### config.mk
export PLATFORM = sky130hd
export DESIGN_NAME = serial_bank_switch_mapper_unit
export DESIGN_NICKNAME = d
export VERILOG_FILES = /design/src/design/sbsm_pkg.sv /design/src/design/sbsm_core.sv /design/src/design/serial_bank_switch_mapper_unit.sv
export SDC_FILE = /design/constraint.sdc
export NUM_CORES = 1
export LEC_CHECK = 0
export BUFFER_PORTS_ARGS = -buffer_cell sky130_fd_sc_hd__buf_2
export CAP_MARGIN = 20
export CORE_MARGIN = 2
export CORE_UTILIZATION = 58
export DETAILED_ROUTE_END_ITERATION = 6
export GPL_TIMING_DRIVEN = 0
export PLACE_DENSITY = 0.77
export SETUP_SLACK_MARGIN = 0.02
export SLEW_MARGIN = 20
export SYNTH_ARGS = -nofsm -noshare
export SYNTH_HDL_FRONTEND = slang
export SYNTH_SLANG_ARGS = --single-unit
### constraint.sdc
create_clock -name clk -period 5 [get_ports clk]
set_input_delay 1 -clock clk [delete_from_list [all_inputs] [get_ports clk]]
set_output_delay 1 -clock clk [all_outputs]
set_load 0.02 [all_outputs]
### src/design/sbsm_pkg.sv
// ----------------------------------------------------------------------------
// Serial bank switch mapper package
// Types and codes shared by the mapper core and the top level.
// ----------------------------------------------------------------------------
`default_nettype none

package sbsm_pkg;

	typedef enum logic [1:0] {
		ACT_CPU_WRITE = 2'd0,
		ACT_CPU_READ  = 2'd1,
		ACT_PPU_READ  = 2'd2
	} action_t;

	typedef enum logic [2:0] {
		TGT_NONE      = 3'd0,
		TGT_CPU_RAM   = 3'd1,
		TGT_PRG_ROM   = 3'd2,
		TGT_PRG_RAM   = 3'd3,
		TGT_CHR_ROM   = 3'd4,
		TGT_CHR_RAM   = 3'd5,
		TGT_NAMETABLE = 3'd6
	} target_t;

	typedef enum logic [1:0] {
		MIR_ONE_LOW    = 2'd0,
		MIR_ONE_HIGH   = 2'd1,
		MIR_VERTICAL   = 2'd2,
		MIR_HORIZONTAL = 2'd3
	} mirror_t;

	typedef enum logic [1:0] {
		PRG_SWITCH_32K_A = 2'd0,
		PRG_SWITCH_32K_B = 2'd1,
		PRG_FIX_FIRST    = 2'd2,
		PRG_FIX_LAST     = 2'd3
	} prg_mode_t;

	localparam logic [1:0] REG_SEL_CONTROL  = 2'd0;
	localparam logic [1:0] REG_SEL_CHR_LOW  = 2'd1;
	localparam logic [1:0] REG_SEL_CHR_HIGH = 2'd2;
	localparam logic [1:0] REG_SEL_PRG      = 2'd3;

	localparam logic [1:0] CFG_PRG_ROM_BANKS = 2'd0;
	localparam logic [1:0] CFG_PRG_RAM       = 2'd1;
	localparam logic [1:0] CFG_CHR_RAM       = 2'd2;

	localparam logic [7:0] SHIFT_MARK = 8'h80;
	localparam logic [7:0] PPU_TOP_HI = 8'h3F;

	typedef struct packed {
		logic [1:0]  action;
		logic [15:0] addr;
		logic [7:0]  data;
		logic [31:0] cycle;
	} item_t;

	typedef struct packed {
		logic [7:0]  shifter;
		prg_mode_t   prg_mode;
		logic        chr_mode;
		logic [3:0]  prg_bank;
		logic [4:0]  chr_low;
		logic [4:0]  chr_high;
		mirror_t     mirror;
		logic [31:0] last_cycle;
	} state_t;

	typedef struct packed {
		logic [4:0] prg_rom_banks;
		logic       prg_ram;
		logic       chr_ram;
	} cfg_t;

	typedef struct packed {
		target_t     target;
		logic [17:0] offset;
		logic        taken;
	} result_t;

endpackage

`default_nettype wire

### src/design/sbsm_core.sv
// ----------------------------------------------------------------------------
// Serial bank switch mapper core
// Decodes one bus transaction against the mapper state: serial loader update
// for CPU writes, target and byte offset for CPU and PPU lookups.
// ----------------------------------------------------------------------------
`default_nettype none

module sbsm_core (
	input  sbsm_pkg::item_t   item,
	input  sbsm_pkg::state_t  st,
	input  sbsm_pkg::cfg_t    cfg,
	output sbsm_pkg::state_t  nxt,
	output sbsm_pkg::result_t res
);
	import sbsm_pkg::*;

	always_comb begin
		logic [7:0]  shifted;
		logic [4:0]  v;
		logic [3:0]  last_bank;
		logic [11:0] nt;
		logic [31:0] gap;

		nxt        = st;
		res.target = TGT_NONE;
		res.offset = '0;
		res.taken  = 1'b0;
		shifted    = {item.data[0], st.shifter[7:1]};
		v          = shifted[7:3];
		last_bank  = 4'(cfg.prg_rom_banks - 5'd1);
		nt         = item.addr[11:0];
		gap        = item.cycle - st.last_cycle;

		case (action_t'(item.action))
			ACT_CPU_WRITE: begin
				if (item.addr[15]) begin
					if (item.data[7]) begin
						nxt.shifter  = SHIFT_MARK;
						nxt.prg_mode = PRG_FIX_LAST;
						res.taken    = 1'b1;
					end else if (gap > 32'd1) begin
						res.taken   = 1'b1;
						nxt.shifter = shifted;
						if (shifted[2]) begin
							case (item.addr[14:13])
								REG_SEL_PRG: begin
									nxt.prg_bank = {v[3:1], v[0] & st.prg_mode[1]};
								end
								REG_SEL_CHR_HIGH: nxt.chr_high = v;
								REG_SEL_CHR_LOW: nxt.chr_low = v;
								default: begin
									nxt.mirror   = mirror_t'(v[1:0]);
									nxt.prg_mode = prg_mode_t'(v[3:2]);
									nxt.chr_mode = v[4];
								end
							endcase
							nxt.shifter = SHIFT_MARK;
						end
					end
					nxt.last_cycle = item.cycle;
				end
			end
			ACT_CPU_READ: begin
				if (item.addr[15:13] == 3'd0) begin
					res.target = TGT_CPU_RAM;
					res.offset = {7'd0, item.addr[10:0]};
				end else if (item.addr[15]) begin
					res.target = TGT_PRG_ROM;
					case (st.prg_mode)
						PRG_FIX_FIRST: begin
							if (item.addr[14])
								res.offset = {st.prg_bank, item.addr[13:0]};
							else
								res.offset = {4'd0, item.addr[13:0]};
						end
						PRG_FIX_LAST: begin
							if (item.addr[14])
								res.offset = {last_bank, item.addr[13:0]};
							else
								res.offset = {st.prg_bank, item.addr[13:0]};
						end
						default: res.offset = {st.prg_bank[3:1], item.addr[14:0]};
					endcase
				end else if (item.addr[14:13] == 2'b11 && cfg.prg_ram) begin
					res.target = TGT_PRG_RAM;
					res.offset = {5'd0, item.addr[12:0]};
				end
			end
			ACT_PPU_READ: begin
				if (item.addr[15:8] < PPU_TOP_HI) begin
					if (item.addr[15:13] == 3'd0) begin
						res.target = cfg.chr_ram ? TGT_CHR_RAM : TGT_CHR_ROM;
						if (st.chr_mode) begin
							if (item.addr[12])
								res.offset = {1'b0, st.chr_high, item.addr[11:0]};
							else
								res.offset = {1'b0, st.chr_low, item.addr[11:0]};
						end else begin
							res.offset = {1'b0, st.chr_low[4:1], item.addr[12:0]};
						end
					end else begin
						res.target = TGT_NAMETABLE;
						case (st.mirror)
							MIR_ONE_LOW: res.offset = {8'd0, nt[9:0]};
							MIR_ONE_HIGH: res.offset = {6'd0, 2'b10, nt[9:0]};
							MIR_VERTICAL: res.offset = {7'd0, nt[10:0]};
							default: res.offset = {7'd0, nt[11], nt[9:0]};
						endcase
					end
				end
			end
			default: begin
				res.target = TGT_NONE;
			end
		endcase
	end

endmodule

`default_nettype wire

### src/design/serial_bank_switch_mapper_unit.sv
// ----------------------------------------------------------------------------
// Serial bank switch mapper unit
// Cartridge bank mapper with a five-write serial loader and CPU/PPU address
// mapping.
// ----------------------------------------------------------------------------
// The unit takes one bus transaction per cycle while in_stall is low and
// returns exactly one result transaction for each, in order. A transaction is
// captured in an input register and decoded into a result register once the
// output side can advance; the sustained rate is one transaction per cycle
// while the output is not stalled. Mapper state is updated on the same edge
// that loads the result register, so every transaction sees the effect of all
// writes accepted before it. The configuration registers should only be
// written while no transaction is in flight.
`default_nettype none

module serial_bank_switch_mapper_unit (
	input  wire logic        clk,
	input  wire logic        arst_n,
	input  wire logic        cfg_write,
	input  wire logic [1:0]  cfg_index,
	input  wire logic [4:0]  cfg_data,
	input  wire logic        in_valid,
	output logic             in_stall,
	input  wire logic [1:0]  action,
	input  wire logic [15:0] bus_address,
	input  wire logic [7:0]  write_data,
	input  wire logic [31:0] cpu_cycle,
	output logic             out_valid,
	input  wire logic        out_stall,
	output logic [2:0]       target,
	output logic [17:0]      byte_offset,
	output logic             write_taken
);
	import sbsm_pkg::*;

	logic    s1_valid;
	item_t   item_s1;
	logic    out_valid_q;
	result_t res_q;
	state_t  state_q;
	cfg_t    cfg_q;
	state_t  state_nxt;
	result_t res_nxt;
	logic    s1_adv;
	logic    in_acc;

	assign s1_adv   = !out_valid_q || !out_stall;
	assign in_stall = s1_valid && !s1_adv;
	assign in_acc   = in_valid && !in_stall;

	sbsm_core u_core (
		.item (item_s1),
		.st   (state_q),
		.cfg  (cfg_q),
		.nxt  (state_nxt),
		.res  (res_nxt)
	);

	always_ff @(posedge clk or negedge arst_n) begin
		if (!arst_n) begin
			s1_valid <= 1'b0;
		end else if (in_acc) begin
			s1_valid <= 1'b1;
		end else if (s1_adv) begin
			s1_valid <= 1'b0;
		end
	end

	always_ff @(posedge clk) begin
		if (in_acc) begin
			item_s1.action <= action;
			item_s1.addr   <= bus_address;
			item_s1.data   <= write_data;
			item_s1.cycle  <= cpu_cycle;
		end
	end

	always_ff @(posedge clk or negedge arst_n) begin
		if (!arst_n) begin
			out_valid_q <= 1'b0;
		end else if (s1_valid && s1_adv) begin
			out_valid_q <= 1'b1;
		end else if (!out_stall) begin
			out_valid_q <= 1'b0;
		end
	end

	always_ff @(posedge clk) begin
		if (s1_valid && s1_adv) begin
			res_q <= res_nxt;
		end
	end

	always_ff @(posedge clk or negedge arst_n) begin
		if (!arst_n) begin
			state_q.shifter    <= SHIFT_MARK;
			state_q.prg_mode   <= PRG_FIX_LAST;
			state_q.chr_mode   <= 1'b0;
			state_q.prg_bank   <= '0;
			state_q.chr_low    <= '0;
			state_q.chr_high   <= '0;
			state_q.mirror     <= MIR_HORIZONTAL;
			state_q.last_cycle <= '0;
		end else if (s1_valid && s1_adv) begin
			state_q <= state_nxt;
		end
	end

	always_ff @(posedge clk or negedge arst_n) begin
		if (!arst_n) begin
			cfg_q.prg_rom_banks <= 5'd16;
			cfg_q.prg_ram       <= 1'b1;
			cfg_q.chr_ram       <= 1'b0;
		end else if (cfg_write) begin
			case (cfg_index)
				CFG_PRG_ROM_BANKS: cfg_q.prg_rom_banks <= cfg_data;
				CFG_PRG_RAM: cfg_q.prg_ram <= cfg_data[0];
				CFG_CHR_RAM: cfg_q.chr_ram <= cfg_data[0];
				default: cfg_q <= cfg_q;
			endcase
		end
	end

	assign out_valid   = out_valid_q;
	assign target      = res_q.target;
	assign byte_offset = res_q.offset;
	assign write_taken = res_q.taken;

	// The loader always restarts before the marker bit reaches bit two.
	a_shifter_marker: assert property (@(posedge clk) disable iff (!arst_n)
		state_q.shifter[2:0] == 3'd0)
		else $error("serial loader holds a completed load");

	a_none_zero_offset: assert property (@(posedge clk) disable iff (!arst_n)
		out_valid_q && res_q.target == TGT_NONE |-> res_q.offset == 18'd0)
		else $error("result without target carries an offset");

	a_s1_hold: assert property (@(posedge clk) disable iff (!arst_n)
		s1_valid && out_valid_q && out_stall |=> s1_valid && $stable(item_s1))
		else $error("input stage lost a transaction under output stall");

	a_taken_write: assert property (@(posedge clk) disable iff (!arst_n)
		s1_valid && s1_adv && res_nxt.taken |=>
			out_valid_q && $past(item_s1.action) == ACT_CPU_WRITE
			&& res_q.target == TGT_NONE)
		else $error("loader activity reported for a lookup");

endmodule

`default_nettype wire

==> results of run 1 <==
==> final timing paths <==
check,end,slack (ps),cells after the start
max,state_q[45]$_DFFE_PN0P_,730,16
min,cfg_q[4]$_DFFE_PN0P_,390,1
max reg2reg,state_q[45]$_DFFE_PN0P_,730,16
min reg2reg,out_valid$_DFFE_PN0P_,480,1
max in group asynchronous,state_q[32]$_DFFE_PN1P_,4060,2
min in group clk,out_valid$_DFFE_PN0P_,480,1
==> critical path: cells and delay by family (launching register included) <==
kind | cells | cell delay, ps
AOI/OAI and AO/OA | 5 | 1590
and+or+nand+nor | 3 | 730
adders and majority gates | 2 | 590
buffers and inverters | 4 | 420
DFF | 1 | 350
muxes | 1 | 290
xor gates and xnor gates | 1 | 190
==> routing by layer <==
layer / track usage / vias to the layer above / wire (um)
met5: 0 / - / 0
met4: 0.0871 / 0 / 269
met3: 0.0732 / 24 / 993
met2: 0.424 / 187 / 7870
met1: 0.316 / 2706 / 6980
li1: - / 2734 / -
==> placed cells by master (no fill, tap or decap), types with 5 or more instances in the layout <==
master / count
buf_2: 92
nand2_1: 81
edfxtp_1: 74
o21ai_0: 65
dfrtp_1: 58
inv_1: 53
a21oi_1: 36
ha_1: 35
nand3_1: 22
and2_1: 18
clkbuf_16: 17
nor2_1: 16
mux2_2: 15
clkbuf_1: 14
nor3_1: 12
nand4_1: 10
mux2i_1: 10
o22ai_1: 10
a22oi_1: 10
xnor2_1: 9
xor2_1: 9
a21o_1: 8
o211ai_1: 7
o21a_1: 7
nand2b_1: 6
dfstp_2: 6
and3_1: 5
a211oi_1: 5
o21bai_1: 5
==> registers in the layout, summed over array words and instances, names as in the netlist <==
register	flops
out_valid	1
item_s1	52
state_q	56
cfg_q	6
byte_offset	18
target	3
write_taken	1
s1_valid	1
==> cells by family after synthesis <==
kind of cell | after synthesis | share of synthesized area
flops | 138 | 0.521
buf+inv | 79 | 0.0454
simple gates | 201 | 0.143
compound gates | 190 | 0.165
fa+ha+maj | 36 | 0.0623
xor+xnor | 18 | 0.0214
mux | 28 | 0.0417
==> cell type report <==
| cell class | count | area, um^2 |
|---|---|---|
| Buffer | 26 | 135 |
| Sequential cell | 138 | 3830 |
| Clock inverter | 12 | 124 |
| Tap cell | 172 | 215 |
| Inverter | 53 | 199 |
| Fill cell | 958 | 3930 |
| Timing Repair Buffer | 87 | 460 |
| Multi-Input combinational cell | 473 | 3190 |
| Clock buffer | 20 | 437 |
==> per-stage QoR <==
step | instance area, um^2 | instances | power (W) | hold slack, ps
floorplan | 7350 | 690 | 0.00232 | 449
global placement | 8000 | 948 | 0.00257 | 465
detailed placement | 8030 | 949 | 0.00261 | 468
CTS | 8590 | 981 | 0.00382 | 372
global route | 8590 | 981 | 0.00404 | 375
finish | 8590 | 981 | 0.00381 | 390
==> power by group through the flow <==
stage	Sequential [W]	Combinational, W	Clock (W)
floorplan	0.00146	0.000859	0
global placement	0.00146	0.00111	0
detailed placement	0.00147	0.00114	0
CTS	0.00145	0.00116	0.00122
global route	0.00146	0.00131	0.00126
finish	0.00145	0.00117	0.00119
==> flow_summary.yaml, run 1 <==
detailed_routing:
  drtIter0Drc: 397
  vias: 5651
  drt_wl_total_um: 16100
  drtPass1Iterations: 4
  drc_errors: 0
  viasPerCell: 5.76
  wl_per_cell_um: 16.4
  ant_nets: 0
global_route:
  gr-usage-all-layers: 0.253
  antenna_found_initial: 0
  grt_pass1_vias: 5572
  grt_pass1_wl_um: 26400
  grt_max_degree: 59
  grt-ovfl-total: 0
timing:
  fmax_ghz: 0.234
  finClkSkew_ps: 7.66
  finalCritPeriodShare: 0.854
  tns_ps: 0
  report.final.slew_viol_count: 0
  post-route-min-period_ps: 4270
  hold_viol: 0
  finalSetupViolations: 0
  rsz0062_at_grt: "no"
  slew_headroom: 0.308
  tightest_slew_ps: 1040
  final.setup.worst_slack_ps: 732
synth:
  synth_area_leaders: "edfxtp_1 30%, dfrtp_1 20%, ha_1 6.0%, o21ai_0 4.4%, nand2_1 4.1%"
  syn_area_mm2: 0.00735
  synth_top_area_frac: 0.302
  yosysTopAreaCell: "edfxtp_1"
  synth_seq_area_share: 0.521
  ys_seq_elements: 138
  synth_common_cells: "81 x nand2_1, 74 x edfxtp_1, 65 x o21ai_0"
  synthesis.nets: 796
  syn_inst: 690
  synth_flop_cell: "edfxtp_1"
  async_flop_share: 0.464
  synth.distinct_cells: 77
  syn_area_per_cell_um2: 10.7
  ys_warn_count: 0
  synth_edf_count: 74
  yosysMostFrequentCell: "nand2_1"
floorplan:
  die_area_mm2: 0.0136
  boundaryPins: 94
  core_region_area_mm2: 0.0125
  die_h_um: 117
  rows: 41
  initial_utilization: 0.587
  die_w_um: 117
clocking:
  cts_buffer_depth: 2
  cts_max_level: 4
  post_cts_buffers: 0
  hold_buffers: 0
  cts_buffers: 17
  cts_root_buf: "clkbuf_16"
  cts_resized: 0
  cts_tree: "built"
  clkSlewWorstSetupHoldPaths_ps: 60
  cts.sinks: 138
  clk_latency_ps: 420
setup_path:
  cp_slowest_cell: "a221oi_1"
  r2r_start: "item_s1[0]$_DFFE_PP_"
  worstPathArrival_ps: 4580
  crit_path_end_kind: "register"
  cpPeakStageDelay_ps: 470
  cp.required_ps: 5310
  cp-start-kind: "register"
  path_cells: "inv_1 -> ha_1 -> inv_1 -> fa_1 -> a211oi_1 -> o21ai_1 -> a221oi_1 -> o21ai_0 -> a41oi_1 -> xnor2_1 -> nor4b_2 -> and4_1 -> buf_6 -> or4_4 -> buf_6 -> mux2_4"
  crit_fanout: 6
  crit_type: "register to register"
  startpoint: "item_s1[0]$_DFFE_PP_"
power_and_ir_drop:
  p_int_w: 0.00256
  p_comb_frac: 0.307
  netSwitchingPower_w: 0.00125
  seqPwrFrac: 0.380
  swShare: 0.328
  leakage_nw: 3.69
  p_clk_frac: 0.313
  powerDensity_mw_per_mm2: 444
  worst_ir_drop_vdd_v: 0.000380
layout:
  final_core_util: 0.686
  area_growth_syn_to_layout_pct: 16.9
  antenna_cells: 0
  nNetsFinal: 902
  drive_above_1_share: 0.201
placed_design:
  place.detailed.hpwl_um: 11300
  place_ws_ps: 789
  place_congestion: 0.912
  io_buffers: 86
run_status:
  outcome: "complete, no violations"
job:
  max_cap_violations: 0
hold_path:
  hold_path.class: "input pin to async pin"
(Power assumes the default switching activity.)
==> inputs of run 2 (changes only) <==
--- a/config.mk
+++ b/config.mk
@@ -8,11 +8,12 @@
 export BUFFER_PORTS_ARGS = -buffer_cell sky130_fd_sc_hd__buf_2
 export CAP_MARGIN = 20
 export CORE_MARGIN = 2
-export CORE_UTILIZATION = 58
+export CORE_UTILIZATION = 25
 export DETAILED_ROUTE_END_ITERATION = 6
 export GPL_TIMING_DRIVEN = 0
-export PLACE_DENSITY = 0.77
+export PLACE_DENSITY = 0.38
 export SETUP_SLACK_MARGIN = 0.02
+export SKIP_LAST_GASP = 1
 export SLEW_MARGIN = 20
 export SYNTH_ARGS = -nofsm -noshare
 export SYNTH_HDL_FRONTEND = slang
==> constraint.sdc (replaced) <==
create_clock -name clk -period 5 [get_ports clk]
set_input_delay 1 -clock clk [delete_from_list [all_inputs] [get_ports clk]]
set_output_delay 1 -clock clk [all_outputs]
set_load 0.1 [all_outputs]
==> flow_summary.yaml, run 2 (synthesis results as in run 1) <==
run_status:
  outcome: "complete, no violations"
detailed_routing:
  drtIter0Drc: 339
  wl_per_cell_um: 15.7
  drt_wl_total_um: 18800
  ant_nets: 0
  viasPerCell: 4.63
  drtPass1Iterations: 5
  vias: 5527
  drc_errors: 0
power_and_ir_drop:
  leakage_nw: 3.71
  worst_ir_drop_vdd_v: 0.000217
  powerDensity_mw_per_mm2: 443
setup_path:
  crit_path_end_kind: "register"
  crit_fanout: 6
  crit_type: "register to register"
  cp-start-kind: "register"
  worstPathArrival_ps: 4630
  cp.required_ps: 5310
floorplan:
  boundaryPins: 94
  initial_utilization: 0.255
  die_w_um: 175
  core_region_area_mm2: 0.0289
  rows: 62
  die_h_um: 175
  die_area_mm2: 0.0308
global_route:
  grt-ovfl-total: 0
  grt_pass1_vias: 5675
  grt_max_degree: 36
  gr-usage-all-layers: 0.127
  grt_pass1_wl_um: 30800
  antenna_found_initial: 0
layout:
  final_common_cell: "buf_2"
  area_growth_syn_to_layout_pct: 20.8
  antenna_cells: 0
  drive_above_1_share: 0.210
  nNetsFinal: 904
  fin_cells: 1195
  final_core_util: 0.308
  stdcell_area_mm2: 0.00888
  largest-register: "state_q"
  largest_reg_flops: 56
  mostFrequentLayoutCells: "92 x buf_2, 81 x nand2_1, 74 x edfxtp_1"
clocking:
  cts_buffers: 17
  cts_max_level: 4
  cts_root_buf: "clkbuf_16"
  post_cts_buffers: 0
  clk_latency_ps: 430
  clkSlewWorstSetupHoldPaths_ps: 70
  cts_tree: "built"
  cts_resized: 0
  hold_buffers: 0
  cts_buffer_depth: 2
  cts.sinks: 138
timing:
  final.setup.worst_slack_ps: 675
  post-route-min-period_ps: 4320
  finalCritPeriodShare: 0.865
  fmax_ghz: 0.231
  finClkSkew_ps: 13.2
  hold_viol: 0
  tns_ps: 0
  rsz0062_at_grt: "no"
  report.final.slew_viol_count: 0
  slew_headroom: 0.518
  tightest_slew_ps: 721
  finalSetupViolations: 0
placed_design:
  placed_area_mm2: 0.00832
  place_ws_ps: 631
  place_congestion: 0.792
  io_buffers: 86
  placed_cells: 1163
  place.detailed.hpwl_um: 13900
hold_path:
  hold_path.class: "register to register"
job:
  max_cap_violations: 0
==> run 2: area by class of cell <==
class,instances,area [um^2]
flip-flops and latches,138,3830
fillers,3043,20000
clock inverters,15,135
inverters,53,199
clock buffers,17,425
plain buffers,26,135
multi-input cells,473,3190
well taps,384,480
repair buffers,89,488
==> run 2: power breakdown <==
| group | internal (W) | total [W] | switching [W] | leakage, nW |
|---|---|---|---|---|
| clock | 0.000655 | 0.00122 | 0.000565 | 0.276 |
| sequential | 0.00137 | 0.00145 | 0.0000804 | 1.50 |
| combinational | 0.000467 | 0.00127 | 0.000805 | 1.93 |
==> run 2: per-layer routing <==
metal	wire (um)	vias to the layer above	GRT usage
met4	310	0	0.0396
met2	8310	138	0.199
met3	803	23	0.0268
met5	0	-	0
li1	-	2745	-
met1	9370	2621	0.176
==> run 2: path summary, 6_finish.rpt <==
path | cells after the start | from | endpoint | slack (ps)
max | 15 | item_s1[0]$_DFFE_PP_ | state_q[48]$_DFFE_PN0P_ | 680
min | 1 | s1_valid$_DFFE_PN0P_ | out_valid$_DFFE_PN0P_ | 480
max reg2reg | 15 | item_s1[0]$_DFFE_PP_ | state_q[48]$_DFFE_PN0P_ | 680
min reg2reg | 1 | s1_valid$_DFFE_PN0P_ | out_valid$_DFFE_PN0P_ | 480
max in group asynchronous | 2 | arst_n | state_q[33]$_DFFE_PN1P_ | 3820
min in group asynchronous | 1 | arst_n | cfg_q[5]$_DFFE_PN0P_ | 530
==> run 2: stage by stage <==
step	total power [W]	hold slack, ps
finish	0.00394	479
global route	0.00420	510
CTS	0.00400	482
detailed placement	0.00275	467
global placement	0.00274	466
floorplan	0.00241	449
==> run 2: critical path: stages (launching register included) <==
cell      delay [ps]
edfxtp_1         360
inv_1             90
ha_1             180
inv_1             60
fa_1             430
a211oi_1         350
o21ai_1          240
a22oi_2          280
o221ai_1         170
or4_1            540
nor4_1           270
nor4b_2          310
and4_1           260
buf_6            150
and4bb_4         230
mux2_1           310
==> inputs of run 3 (changes only) <==
--- a/config.mk
+++ b/config.mk
@@ -11,7 +11,7 @@
 export CORE_UTILIZATION = 25
 export DETAILED_ROUTE_END_ITERATION = 6
 export GPL_TIMING_DRIVEN = 0
-export PLACE_DENSITY = 0.38
+export PLACE_DENSITY = 0.52
 export SETUP_SLACK_MARGIN = 0.02
 export SKIP_LAST_GASP = 1
 export SLEW_MARGIN = 20
==> flow_summary.yaml, run 3 (synthesis results as in run 1) <==
run_status:
  outcome: "complete, no violations"
floorplan:
  die_area_mm2: 0.0308
  core_region_area_mm2: 0.0289
  die_w_um: 175
  rows: 62
  die_h_um: 175
  initial_utilization: 0.255
  boundaryPins: 94
clocking:
  cts.sinks: 138
  post_cts_buffers: 0
  cts_tree: "built"
  clkSlewWorstSetupHoldPaths_ps: 70
  clk_latency_ps: 430
  cts_buffer_depth: 2
  cts_root_buf: "clkbuf_16"
  cts_max_level: 4
  cts_resized: 0
  cts_buffers: 17
  hold_buffers: 0
setup_path:
  crit_type: "register to register"
  worstPathArrival_ps: 4520
  cp.required_ps: 5310
  cp-start-kind: "register"
  crit_fanout: 6
  crit_path_end_kind: "register"
layout:
  area_growth_syn_to_layout_pct: 21.1
  antenna_cells: 0
  drive_above_1_share: 0.209
  nNetsFinal: 903
  largest-register: "state_q"
  mostFrequentLayoutCells: "92 x buf_2, 81 x nand2_1, 74 x edfxtp_1"
  final_common_cell: "buf_2"
  stdcell_area_mm2: 0.00890
  largest_reg_flops: 56
timing:
  post-route-min-period_ps: 4210
  slew_headroom: 0.500
  finClkSkew_ps: 8.77
  tightest_slew_ps: 749
  finalSetupViolations: 0
  fmax_ghz: 0.237
  report.final.slew_viol_count: 0
  hold_viol: 0
  rsz0062_at_grt: "no"
  finalCritPeriodShare: 0.842
  tns_ps: 0
global_route:
  gr-usage-all-layers: 0.119
  antenna_found_initial: 0
  grt_pass1_wl_um: 28900
  grt_max_degree: 44
  grt_pass1_vias: 5486
  grt-ovfl-total: 0
placed_design:
  place_congestion: 0.808
  placed_area_mm2: 0.00831
  place.detailed.hpwl_um: 12800
  io_buffers: 86
detailed_routing:
  viasPerCell: 4.51
  ant_nets: 0
  drtPass1Iterations: 7
  drtIter0Drc: 308
  drc_errors: 0
  vias: 5389
  wl_per_cell_um: 14.7
  drt_wl_total_um: 17600
power_and_ir_drop:
  powerDensity_mw_per_mm2: 445
  worst_ir_drop_vdd_v: 0.000229
  leakage_nw: 3.71
hold_path:
  hold_path.class: "register to register"
job:
  max_cap_violations: 0
==> run 3: stage by stage <==
| stage | cells | total power (W) | setup WS, ps | hold slack, ps | utilization |
|---|---|---|---|---|---|
| 4_1_cts | 1194 | 0.00400 | 796 | 483 | 0.308 |
| 5_1_grt | 1194 | 0.00422 | 547 | 526 | 0.308 |
| 3_5_place_dp | 1162 | 0.00271 | 834 | 480 | 0.288 |
| 3_3_place_gp | 1160 | 0.00270 | 804 | 461 | 0.286 |
| 2_1_floorplan | 690 | 0.00241 | 1280 | 449 | - |
| 6_report | 1194 | 0.00396 | 789 | 486 | 0.308 |
==> run 3: final cells by class <==
type,count,area (um^2)
Fill cell,2998,20000
Clock buffer,17,425
Sequential cell,138,3830
Tap cell,384,480
Inverter,53,199
Multi-Input combinational cell,473,3190
Timing Repair Buffer,88,480
Clock inverter,15,158
Buffer,26,135
==> run 3: layer usage <==
| layer | part of all wire | vias to the layer above | track usage | wire (um) |
|---|---|---|---|---|
| li1 | - | 2747 | - | - |
| met3 | 0.039 | 11 | 0.0247 | 678 |
| met2 | 0.48 | 96 | 0.200 | 8410 |
| met1 | 0.47 | 2535 | 0.155 | 8320 |
| met4 | 0.0081 | 0 | 0.0317 | 143 |
| met5 | 0 | - | 0 | 0 |
==> run 3: report_power, final <==
part / total (W) / switching, W / internal, W / leakage (nW)
Sequential: 0.00145 / 0.0000798 / 0.00137 / 1.50
Clock: 0.00126 / 0.000557 / 0.000703 / 0.279
Combinational: 0.00125 / 0.000785 / 0.000465 / 1.93
==> run 3: worst paths after layout <==
| kind | from | endpoint | slack, ps | cells after the start |
|---|---|---|---|---|
| worst min-delay path | s1_valid$_DFFE_PN0P_ | out_valid$_DFFE_PN0P_ | 490 | 1 |
| max in group asynchronous | arst_n | state_q[58]$_DFFE_PN1P_ | 3850 | 2 |
| worst min register to register | s1_valid$_DFFE_PN0P_ | out_valid$_DFFE_PN0P_ | 490 | 1 |
| min in group asynchronous | arst_n | cfg_q[5]$_DFFE_PN0P_ | 520 | 1 |
| worst max-delay path | item_s1[0]$_DFFE_PP_ | state_q[48]$_DFFE_PN0P_ | 790 | 15 |
| worst max register to register | item_s1[0]$_DFFE_PP_ | state_q[48]$_DFFE_PN0P_ | 790 | 15 |
==> run 3: worst max-delay path, stage by stage, from the launching register on <==
cell and delay [ps]:
edfxtp_1 360, inv_1 80, ha_1 160, inv_1 50
fa_1 430, a211oi_1 350, o21ai_1 250, a22oi_2 290
o221ai_1 150, or4_1 530, nor4_1 250, nor4b_2 280
and4_1 250, buf_6 140, and4bb_4 230, mux2_1 310
